## src/rtl/vpa_pkg.sv

```systemverilog
// package: types and constants for the variable partition allocator
package vpa_pkg;

    typedef enum logic [1:0] {
        ACT_INIT  = 2'd0,
        ACT_ALLOC = 2'd1,
        ACT_FREE  = 2'd2,
        ACT_NOP   = 2'd3
    } action_t;

    typedef enum logic [1:0] {
        ST_OK       = 2'd0,
        ST_NO_FIT   = 2'd1,
        ST_NO_OWNER = 2'd2
    } status_t;

    typedef enum logic [1:0] {
        FIT_FIRST = 2'd0,
        FIT_BEST  = 2'd1,
        FIT_WORST = 2'd2
    } fit_t;

    localparam logic [2:0] REG_FIT     = 3'd0;
    localparam logic [2:0] REG_A_COUNT = 3'd1;
    localparam logic [2:0] REG_A_SIZE  = 3'd2;
    localparam logic [2:0] REG_B_COUNT = 3'd3;
    localparam logic [2:0] REG_B_SIZE  = 3'd4;
    localparam logic [2:0] REG_C_COUNT = 3'd5;
    localparam logic [2:0] REG_C_SIZE  = 3'd6;

    typedef struct packed {
        logic [1:0]  action;
        logic [11:0] request_units;
        logic [15:0] owner_id;
    } in_word_t;

    typedef struct packed {
        logic [1:0] status;
        logic [4:0] partition_index;
        logic [5:0] partition_total;
    } out_word_t;

    typedef enum logic [3:0] {
        S_IDLE,
        S_INIT,
        S_SCAN,
        S_ALLOC,
        S_SHIFT_UP,
        S_SPLIT,
        S_FREE_L,
        S_FREE_R,
        S_SHIFT_DN,
        S_DONE
    } state_t;

endpackage

```

## src/rtl/variable_partition_allocator_unit.sv

```systemverilog
// top level: partition table allocator with a shared scan and shift sequencer
//
// One item at a time. Init creates the partitions group by group, allocate
// and free scan the table and then move entries when the table is opened for
// a split or closed after a merge. The entry table lives in flip-flops and is
// stepped through by one index counter.
module variable_partition_allocator_unit #(
    parameter int MAX_PARTITIONS = 32,
    parameter int UNIT_WIDTH     = 12,
    parameter int OWNER_WIDTH    = 16
) (
    input  logic              clk,
    input  logic              rst_n,
    input  logic              in_valid,
    output logic              in_stall,
    input  vpa_pkg::in_word_t in_data,
    output logic              out_valid,
    input  logic              out_stall,
    output vpa_pkg::out_word_t out_data,
    input  logic              cfg_valid,
    output logic              cfg_ready,
    input  logic [2:0]        cfg_index,
    input  logic [11:0]       cfg_data
);
    import vpa_pkg::*;

    localparam int IW = $clog2(MAX_PARTITIONS);
    localparam int CW = $clog2(MAX_PARTITIONS + 1);
    localparam logic [CW-1:0] MAXC = CW'(MAX_PARTITIONS);
    localparam logic [UNIT_WIDTH-1:0] UMAX = '1;

    logic [UNIT_WIDTH-1:0]  start_reg [MAX_PARTITIONS];
    logic [UNIT_WIDTH-1:0]  size_reg  [MAX_PARTITIONS];
    logic                   used_reg  [MAX_PARTITIONS];
    logic [OWNER_WIDTH-1:0] owner_reg [MAX_PARTITIONS];
    logic [CW-1:0]          count_reg;

    logic [1:0]  fit_reg;
    logic [5:0]  cnt_a_reg, cnt_b_reg, cnt_c_reg;
    logic [11:0] sz_a_reg, sz_b_reg, sz_c_reg;

    state_t state_reg, state_next;
    logic [CW-1:0] idx_reg, idx_next;
    logic [CW-1:0] tgt_reg, tgt_next;
    logic [1:0]    grp_reg, grp_next;
    logic [5:0]    gk_reg, gk_next;
    logic [UNIT_WIDTH-1:0] ustart_reg, ustart_next;
    logic          found_reg, found_next;
    logic [CW-1:0] sel_reg, sel_next;
    logic [UNIT_WIDTH-1:0] selsz_reg, selsz_next;
    logic [1:0]    act_reg;
    logic [UNIT_WIDTH-1:0] units_reg;
    logic [OWNER_WIDTH-1:0] own_reg;
    out_word_t     res_reg, res_next;
    logic          ov_reg, ov_next;

    logic [IW-1:0] ia, ib;
    logic [5:0]    gcnt;
    logic [UNIT_WIDTH-1:0] gsz;
    logic [UNIT_WIDTH:0]   ssum;
    logic [UNIT_WIDTH-1:0] sat;
    logic          cand, better;

    // table write controls
    logic          wr_en, wr_copy, wr_clear;
    logic [IW-1:0] wr_idx, wr_src;
    logic [UNIT_WIDTH-1:0] wr_start, wr_size;
    logic          wr_used;
    logic [OWNER_WIDTH-1:0] wr_owner;
    logic          sz_en;
    logic [IW-1:0] sz_idx;
    logic [UNIT_WIDTH-1:0] sz_val;
    logic          cnt_en;
    logic [CW-1:0] cnt_val;

    assign cfg_ready = (state_reg == S_IDLE) && !ov_reg;
    assign in_stall  = (state_reg != S_IDLE) || ov_reg;
    assign out_valid = ov_reg;
    assign out_data  = res_reg;

    assign ia = idx_reg[IW-1:0];
    assign ib = IW'(idx_reg - CW'(1));

    always_comb
    begin
        case (grp_reg)
            2'd0:    begin gcnt = cnt_a_reg; gsz = UNIT_WIDTH'(sz_a_reg); end
            2'd1:    begin gcnt = cnt_b_reg; gsz = UNIT_WIDTH'(sz_b_reg); end
            default: begin gcnt = cnt_c_reg; gsz = UNIT_WIDTH'(sz_c_reg); end
        endcase
    end

    assign ssum = {1'b0, size_reg[ib]} + {1'b0, size_reg[ia]};
    assign sat  = ssum[UNIT_WIDTH] ? UMAX : ssum[UNIT_WIDTH-1:0];
    assign cand = !used_reg[ia] && (size_reg[ia] >= units_reg);
    always_comb
    begin
        case (fit_reg)
            FIT_BEST:  better = size_reg[ia] < selsz_reg;
            FIT_WORST: better = size_reg[ia] > selsz_reg;
            default:   better = 1'b0;
        endcase
    end

    always_comb
    begin
        state_next = state_reg;
        idx_next = idx_reg; tgt_next = tgt_reg; grp_next = grp_reg; gk_next = gk_reg;
        ustart_next = ustart_reg; found_next = found_reg; sel_next = sel_reg;
        selsz_next = selsz_reg; res_next = res_reg; ov_next = ov_reg;
        wr_en = 1'b0; wr_copy = 1'b0; wr_clear = 1'b0;
        wr_idx = ia; wr_src = ib; wr_start = ustart_reg; wr_size = gsz;
        wr_used = 1'b0; wr_owner = '0;
        sz_en = 1'b0; sz_idx = ia; sz_val = sat;
        cnt_en = 1'b0; cnt_val = count_reg;
        if (ov_reg && !out_stall)
            ov_next = 1'b0;
        case (state_reg)
            S_IDLE:
            begin
                idx_next = '0; grp_next = '0; gk_next = '0; ustart_next = '0;
                found_next = 1'b0;
                if (in_valid && !ov_reg)
                begin
                    case (in_data.action)
                        ACT_INIT:
                        begin
                            cnt_en = 1'b1; cnt_val = '0;
                            state_next = S_INIT;
                        end
                        ACT_ALLOC, ACT_FREE: state_next = S_SCAN;
                        default:
                        begin
                            res_next = '{ST_OK, 5'd0, 6'(count_reg)};
                            state_next = S_DONE;
                        end
                    endcase
                end
            end
            S_INIT:
            begin
                if (grp_reg == 2'd3 || idx_reg == MAXC)
                    state_next = S_DONE;
                else if (gk_reg >= gcnt)
                begin
                    grp_next = grp_reg + 2'd1; gk_next = '0;
                end
                else
                begin
                    wr_en = 1'b1;
                    cnt_en = 1'b1; cnt_val = idx_reg + CW'(1);
                    idx_next = idx_reg + CW'(1);
                    gk_next = gk_reg + 6'd1;
                    ustart_next = ustart_reg + gsz;
                end
                res_next = '{ST_OK, 5'd0, 6'(cnt_en ? cnt_val : count_reg)};
            end
            S_SCAN:
            begin
                if (idx_reg >= count_reg || (found_reg && act_reg == ACT_FREE))
                begin
                    if (!found_reg)
                    begin
                        res_next = '{(act_reg == ACT_FREE) ? ST_NO_OWNER : ST_NO_FIT,
                                     5'd0, 6'(count_reg)};
                        state_next = S_DONE;
                    end
                    else if (act_reg == ACT_ALLOC)
                        state_next = S_ALLOC;
                    else
                    begin
                        idx_next = sel_reg;
                        state_next = S_FREE_L;
                    end
                end
                else
                begin
                    idx_next = idx_reg + CW'(1);
                    if (act_reg == ACT_FREE)
                    begin
                        if (used_reg[ia] && owner_reg[ia] == own_reg)
                        begin
                            found_next = 1'b1; sel_next = idx_reg;
                        end
                    end
                    else if (cand && (!found_reg || better))
                    begin
                        found_next = 1'b1; sel_next = idx_reg; selsz_next = size_reg[ia];
                        if (fit_reg != FIT_BEST && fit_reg != FIT_WORST)
                            idx_next = count_reg;
                    end
                end
            end
            S_ALLOC:
            begin
                wr_en = 1'b1; wr_idx = sel_reg[IW-1:0];
                wr_start = start_reg[sel_reg[IW-1:0]]; wr_size = selsz_reg;
                wr_used = 1'b1; wr_owner = own_reg;
                res_next = '{ST_OK, 5'(sel_reg), 6'(count_reg)};
                if (selsz_reg != units_reg && count_reg != MAXC)
                begin
                    wr_size = units_reg;
                    idx_next = count_reg;
                    res_next.partition_total = 6'(count_reg + CW'(1));
                    state_next = S_SHIFT_UP;
                end
                else
                    state_next = S_DONE;
            end
            S_SHIFT_UP:
            begin
                if (idx_reg > sel_reg + CW'(1))
                begin
                    wr_en = 1'b1; wr_copy = 1'b1;
                    idx_next = idx_reg - CW'(1);
                end
                else
                    state_next = S_SPLIT;
            end
            S_SPLIT:
            begin
                wr_en = 1'b1; wr_idx = IW'(sel_reg + CW'(1));
                wr_start = start_reg[sel_reg[IW-1:0]] + units_reg;
                wr_size = selsz_reg - units_reg;
                cnt_en = 1'b1; cnt_val = count_reg + CW'(1);
                state_next = S_DONE;
            end
            S_FREE_L:
            begin
                wr_en = 1'b1; wr_clear = 1'b1;
                if (idx_reg != '0 && !used_reg[ib])
                begin
                    sz_en = 1'b1; sz_idx = ib;
                    sel_next = idx_reg - CW'(1);
                    tgt_next = idx_reg - CW'(1);
                    state_next = S_SHIFT_DN;
                end
                else
                begin
                    sel_next = idx_reg;
                    idx_next = idx_reg + CW'(1);
                    grp_next = 2'd1;
                    state_next = S_FREE_R;
                end
            end
            S_FREE_R:
            begin
                // idx points at the right neighbor of sel
                if (idx_reg < count_reg && !used_reg[ia])
                begin
                    sz_en = 1'b1; sz_idx = ib;
                    tgt_next = sel_reg;
                    state_next = S_SHIFT_DN;
                end
                else
                begin
                    res_next = '{ST_OK, 5'(sel_reg), 6'(count_reg)};
                    state_next = S_DONE;
                end
            end
            S_SHIFT_DN:
            begin
                // remove entry idx by pulling entries down
                if (idx_reg + CW'(1) < count_reg)
                begin
                    wr_en = 1'b1; wr_copy = 1'b1; wr_src = IW'(idx_reg + CW'(1));
                    idx_next = idx_reg + CW'(1);
                end
                else
                begin
                    cnt_en = 1'b1; cnt_val = count_reg - CW'(1);
                    if (tgt_reg == sel_reg && found_reg && act_reg == ACT_FREE
                        && sel_reg + CW'(1) != idx_reg + CW'(1) && grp_reg == 2'd0)
                    begin
                        grp_next = 2'd1;
                        idx_next = sel_reg + CW'(1);
                        state_next = S_FREE_R;
                    end
                    else
                    begin
                        res_next = '{ST_OK, 5'(sel_reg), 6'(count_reg - CW'(1))};
                        state_next = S_DONE;
                    end
                end
            end
            S_DONE:
            begin
                if (!ov_reg || !out_stall)
                begin
                    ov_next = 1'b1;
                    state_next = S_IDLE;
                end
            end
            default: state_next = S_IDLE;
        endcase
    end

    always_ff @(posedge clk or negedge rst_n)
    begin
        if (!rst_n)
        begin
            state_reg <= S_IDLE;
            ov_reg    <= 1'b0;
            count_reg <= '0;
            fit_reg   <= 2'd1;
            cnt_a_reg <= 6'd2; sz_a_reg <= 12'd8;
            cnt_b_reg <= 6'd2; sz_b_reg <= 12'd6;
            cnt_c_reg <= 6'd4; sz_c_reg <= 12'd4;
        end
        else
        begin
            state_reg <= state_next;
            ov_reg    <= ov_next;
            if (cnt_en)
                count_reg <= cnt_val;
            if (cfg_valid && cfg_ready)
            begin
                case (cfg_index)
                    REG_FIT:     fit_reg   <= cfg_data[1:0];
                    REG_A_COUNT: cnt_a_reg <= cfg_data[5:0];
                    REG_A_SIZE:  sz_a_reg  <= cfg_data;
                    REG_B_COUNT: cnt_b_reg <= cfg_data[5:0];
                    REG_B_SIZE:  sz_b_reg  <= cfg_data;
                    REG_C_COUNT: cnt_c_reg <= cfg_data[5:0];
                    REG_C_SIZE:  sz_c_reg  <= cfg_data;
                    default: ;
                endcase
            end
        end
    end

    always_ff @(posedge clk)
    begin
        idx_reg <= idx_next; tgt_reg <= tgt_next; grp_reg <= grp_next;
        gk_reg <= gk_next; ustart_reg <= ustart_next; found_reg <= found_next;
        sel_reg <= sel_next; selsz_reg <= selsz_next; res_reg <= res_next;
        if (state_reg == S_IDLE && in_valid && !ov_reg)
        begin
            act_reg   <= in_data.action;
            units_reg <= UNIT_WIDTH'(in_data.request_units);
            own_reg   <= OWNER_WIDTH'(in_data.owner_id);
        end
        if (wr_en)
        begin
            if (wr_copy)
            begin
                start_reg[wr_idx] <= start_reg[wr_src];
                size_reg[wr_idx]  <= size_reg[wr_src];
                used_reg[wr_idx]  <= used_reg[wr_src];
                owner_reg[wr_idx] <= owner_reg[wr_src];
            end
            else if (wr_clear)
            begin
                used_reg[wr_idx]  <= 1'b0;
                owner_reg[wr_idx] <= '0;
            end
            else
            begin
                start_reg[wr_idx] <= wr_start;
                size_reg[wr_idx]  <= wr_size;
                used_reg[wr_idx]  <= wr_used;
                owner_reg[wr_idx] <= wr_owner;
            end
        end
        if (sz_en)
            size_reg[sz_idx] <= sz_val;
    end

    a_no_accept_busy: assert property (@(posedge clk) disable iff (!rst_n)
        (state_reg != S_IDLE) |-> in_stall)
        else $error("accept while busy");
    a_count_range: assert property (@(posedge clk) disable iff (!rst_n)
        count_reg <= MAXC)
        else $error("count overflow");
    a_result_held: assert property (@(posedge clk) disable iff (!rst_n)
        (out_valid && out_stall) |=> (out_valid && $stable(out_data)))
        else $error("result dropped");
endmodule
```

## config.mk

```make
export PLATFORM = sky130hd
export DESIGN_NAME = variable_partition_allocator_unit
export DESIGN_NICKNAME = d
export VERILOG_FILES = /design/src/rtl/vpa_pkg.sv /design/src/rtl/variable_partition_allocator_unit.sv
export SDC_FILE = /design/constraint.sdc
export NUM_CORES = 2
export LEC_CHECK = 0
export BUFFER_PORTS_ARGS = -buffer_cell sky130_fd_sc_hd__buf_4
export CORE_MARGIN = 2
export CORE_UTILIZATION = 55
export CTS_BUF_LIST = sky130_fd_sc_hd__clkbuf_4 sky130_fd_sc_hd__clkbuf_8
export DETAILED_ROUTE_END_ITERATION = 6
export PLACE_DENSITY = 0.71
export SLEW_MARGIN = 40
export SYNTH_ARGS = -nofsm -noshare
export SYNTH_HDL_FRONTEND = slang
export SYNTH_SLANG_ARGS = --single-unit
```

## constraint.sdc

```tcl
create_clock -name clk -period 25.1 [get_ports clk]
set_input_delay 1.255 -clock clk [delete_from_list [all_inputs] [get_ports clk]]
set_output_delay 1.255 -clock clk [all_outputs]
set_load 0.05 [all_outputs]
```

==> qor.csv <==
stage,metric,value,unit
outcome,run status,"finished, final reports clean",
min_path,Hold Crit Class,primary input to async pin,
clock_network,CTS tree,done,
setup_path,Worst Setup End Kind,register,
timing,hold slack,0.389,ns
cells_and_area,synthesis-to-finish area growth,11.8,%
grt,largest net degree at the start of global routing,159,
timing,Rel. slew slack,0.362,
clock_network,Post-CTS Resized,0,
cells_and_area,ratio of cells with drive above 1 in the final layout,0.295,
clock_network,Root Driver,clkbuf_8,
floorplanning,core area,0.104,sq mm
cells_and_area,max reg flops,512,
clock_network,CTS Hold Bufs,0,
synthesis,post-synthesis async set-or-reset flop share,0.0619,
route,router iterations before antenna repair,7,
clock_network,Worst-path clk slew,0.06,ns
grt,initial antenna violation count,8,
route,detail-routed via count per cell,7.15,
timing,Final TNS setup,0,ns
clock_network,Clock Path Buffers,3,
synthesis,"area leader, netlist",edfxtp_1,
timing,RSZ-0062 raised after global routing,false,
route,routed length per instance,32.0,um
setup_path,Top delay family on crit path,compound AO/OA/AOI/OAI gates,
synthesis,Post-synth EDFFs,1010,
clock_network,Skew-Pair Late Insertion Delay,0.88,ns
clock_network,Clock Sinks,1082,
synthesis,Synth top area share,0.525,
floorplanning,FP Rows,118,
grt,vias in the first global route,38300,
route,Total Wirelength,176000,um
grt,global-route wire length before repair,257000,um
synthesis,Seq cells post-synth,1082,
floorplanning,Chip Width,328,um
synthesis,top post-synthesis cells by area,"edfxtp_1, mux4_2, mux2i_1, nand2_1, dfrtp_1",
synthesis,syn avg cell area,15.2,sq um
route,DR vias,39200,
place,Area after DPL,0.0610,sq mm
setup_path,Worst path max stage delay,0.75,ns
timing,Final Hold Fails,0,
place,gpl congestion,0.970,
setup_path,CP Buf/Inv Count,3,
setup_path,critical path cell sequence,buf_4 > buf_4 > buf_12 > mux4_2 > mux4_2 > nand2_1 > nand2_1 > ha_1 > fa_1 > a21o_1 > a21o_1 > a21oi_1 > o21ai_0 > a21oi_1 > nor4b_1 > o21ai_1 > o22ai_1 > a21oi_4,
timing,slew of the pin with the lowest slew margin,0.957,ns
grt,Overflow after GRT,0,
timing,Final Max Tran Viols,0,
setup_path,"Arr. time, crit path",7.67,ns
route,DR iter-0 viols,6174,
floorplanning,Initial Util,0.556,
place,input/output buffers,65,
cells_and_area,FILL cells,7498,
route,Remaining DRCs,0,
floorplanning,Die Footprint,0.108,sq mm
timing,period utilization,0.285,
timing,Tmin final,7.16,ns
cells_and_area,Util after Layout,0.622,
synthesis,syn_nets,3946,
floorplanning,die height,328,um
timing,Peak Freq,0.140,GHz
synthesis,Syn Inst Count,3807,
setup_path,Slowest cell on crit path,o22ai_1,
clock_network,Post CTS Setup Buffer Count,0,
setup_path,Startpoint Class,register,
synthesis,"Top FF cell, synth",edfxtp_1,
setup_path,WS Path Type,register to register,
timing,Final Setup Violations,0,
setup_path,worst-path maximum fanout,85,
timing,skew final,0.0468,ns
route,ANT nets after route,0,
synthesis,Cell variety after synth,82,
clock_network,H-Tree Depth,4,
clock_network,total CTS buffers,174,
place,HPWL after detailed placement,111000,um
synthesis,synth warn,0,
job,Max-cap violations,0,
synthesis,sequential area share after synthesis,0.556,
floorplanning,IO Pins,66,
cells_and_area,Nets,4094,
cells_and_area,final instance area,0.0645,sq mm
setup_path,Worst Path Required,25.61,ns
synthesis,Mapped Area,0.0577,sq mm
grt,GRT Total Usage,0.328,
-- worst paths after layout --
path                       slack, ns  cells after the start         from               to
setup / recovery               17.94                     18   idx_reg[0]  size_reg[25][3]
hold / removal                  0.39                      1        rst_n     cnt_b_reg[5]
setup reg to reg               17.94                     18   idx_reg[0]  size_reg[25][3]
hold reg to reg                 0.51                      1  sz_c_reg[7]      sz_c_reg[7]
max in group asynchronous      24.26                      1        rst_n     count_reg[2]
min in group clk                0.51                      1  sz_c_reg[7]      sz_c_reg[7]
-- cell usage after synthesis (all sizes together) (5+ instances only) --
| cell type | instances |
|---|---|
| a2111oi | 6 |
| a211o | 14 |
| a211oi | 10 |
| a21o | 23 |
| a21oi | 92 |
| a221o | 12 |
| a221oi | 5 |
| a22o | 19 |
| a22oi | 16 |
| a311oi | 67 |
| a31oi | 17 |
| a41oi | 5 |
| and2 | 17 |
| and3 | 81 |
| buf | 124 |
| clkbuf | 145 |
| dfrtp | 59 |
| dfstp | 8 |
| dfxtp | 5 |
| edfxtp | 1010 |
| ha | 87 |
| inv | 65 |
| mux2 | 85 |
| mux2i | 226 |
| mux4 | 523 |
| nand2 | 481 |
| nand2b | 12 |
| nand3 | 44 |
| nand4 | 44 |
| nor2 | 158 |
| nor2b | 18 |
| nor3 | 28 |
| nor4 | 14 |
| o2111ai | 6 |
| o211ai | 16 |
| o21a | 14 |
| o21ai | 90 |
| o21bai | 5 |
| o221ai | 12 |
| o22ai | 22 |
| or3 | 6 |
| xnor2 | 41 |
| xor2 | 28 |
-- metrics by stage --
| stage | setup slack (ns) | cells |
|---|---|---|
| after floorplan | 16.57 | 3807 |
| after global placement | 17.78 | 5097 |
| after detailed placement | 18.08 | 5157 |
| after CTS | 18.08 | 5474 |
| after global routing | 17.45 | 5477 |
| final | 17.94 | 5481 |
-- routing by layer --
metal,share of wire,GRT usage
met5,0.00013,0
met4,0.042,0.134
met3,0.15,0.104
met2,0.45,0.490
met1,0.36,0.449
-- layout by cell type (no fill, tap or decap), types with 64 or more instances in the layout --
| cell | count |
|---|---|
| nand2_1 | 478 |
| edfxtp_1 | 1010 |
| a311oi_1 | 66 |
| inv_1 | 64 |
| and3_1 | 80 |
| o21ai_0 | 86 |
| nor2_1 | 123 |
| ha_1 | 86 |
| mux2i_1 | 226 |
| mux2_2 | 85 |
| mux4_2 | 512 |
| clkbuf_8 | 182 |
| a21oi_1 | 86 |
| buf_4 | 187 |
-- layout make-up --
type	count	area (sq um)	area share
diodes	5	12.5	0.000194
clock buffers	228	2850	0.0442
clock inverters	89	558	0.00865
inverters	67	256	0.00397
multi-input cells	2389	24700	0.383
flip-flops and latches	1082	32100	0.498
well taps	1380	1730	0.0268
repair buffers	241	2280	0.0353
-- cells by family after synthesis --
group	synth area share
compound gates	0.0577
xor+xnor	0.0105
fa+ha+maj	0.0197
buf+inv	0.0244
flops	0.556
mux	0.260
simple gates	0.0709
Power is left out: the tool's default activity adds up to more than one toggle a clock period on the data nets, which glitch-free logic cannot reach.
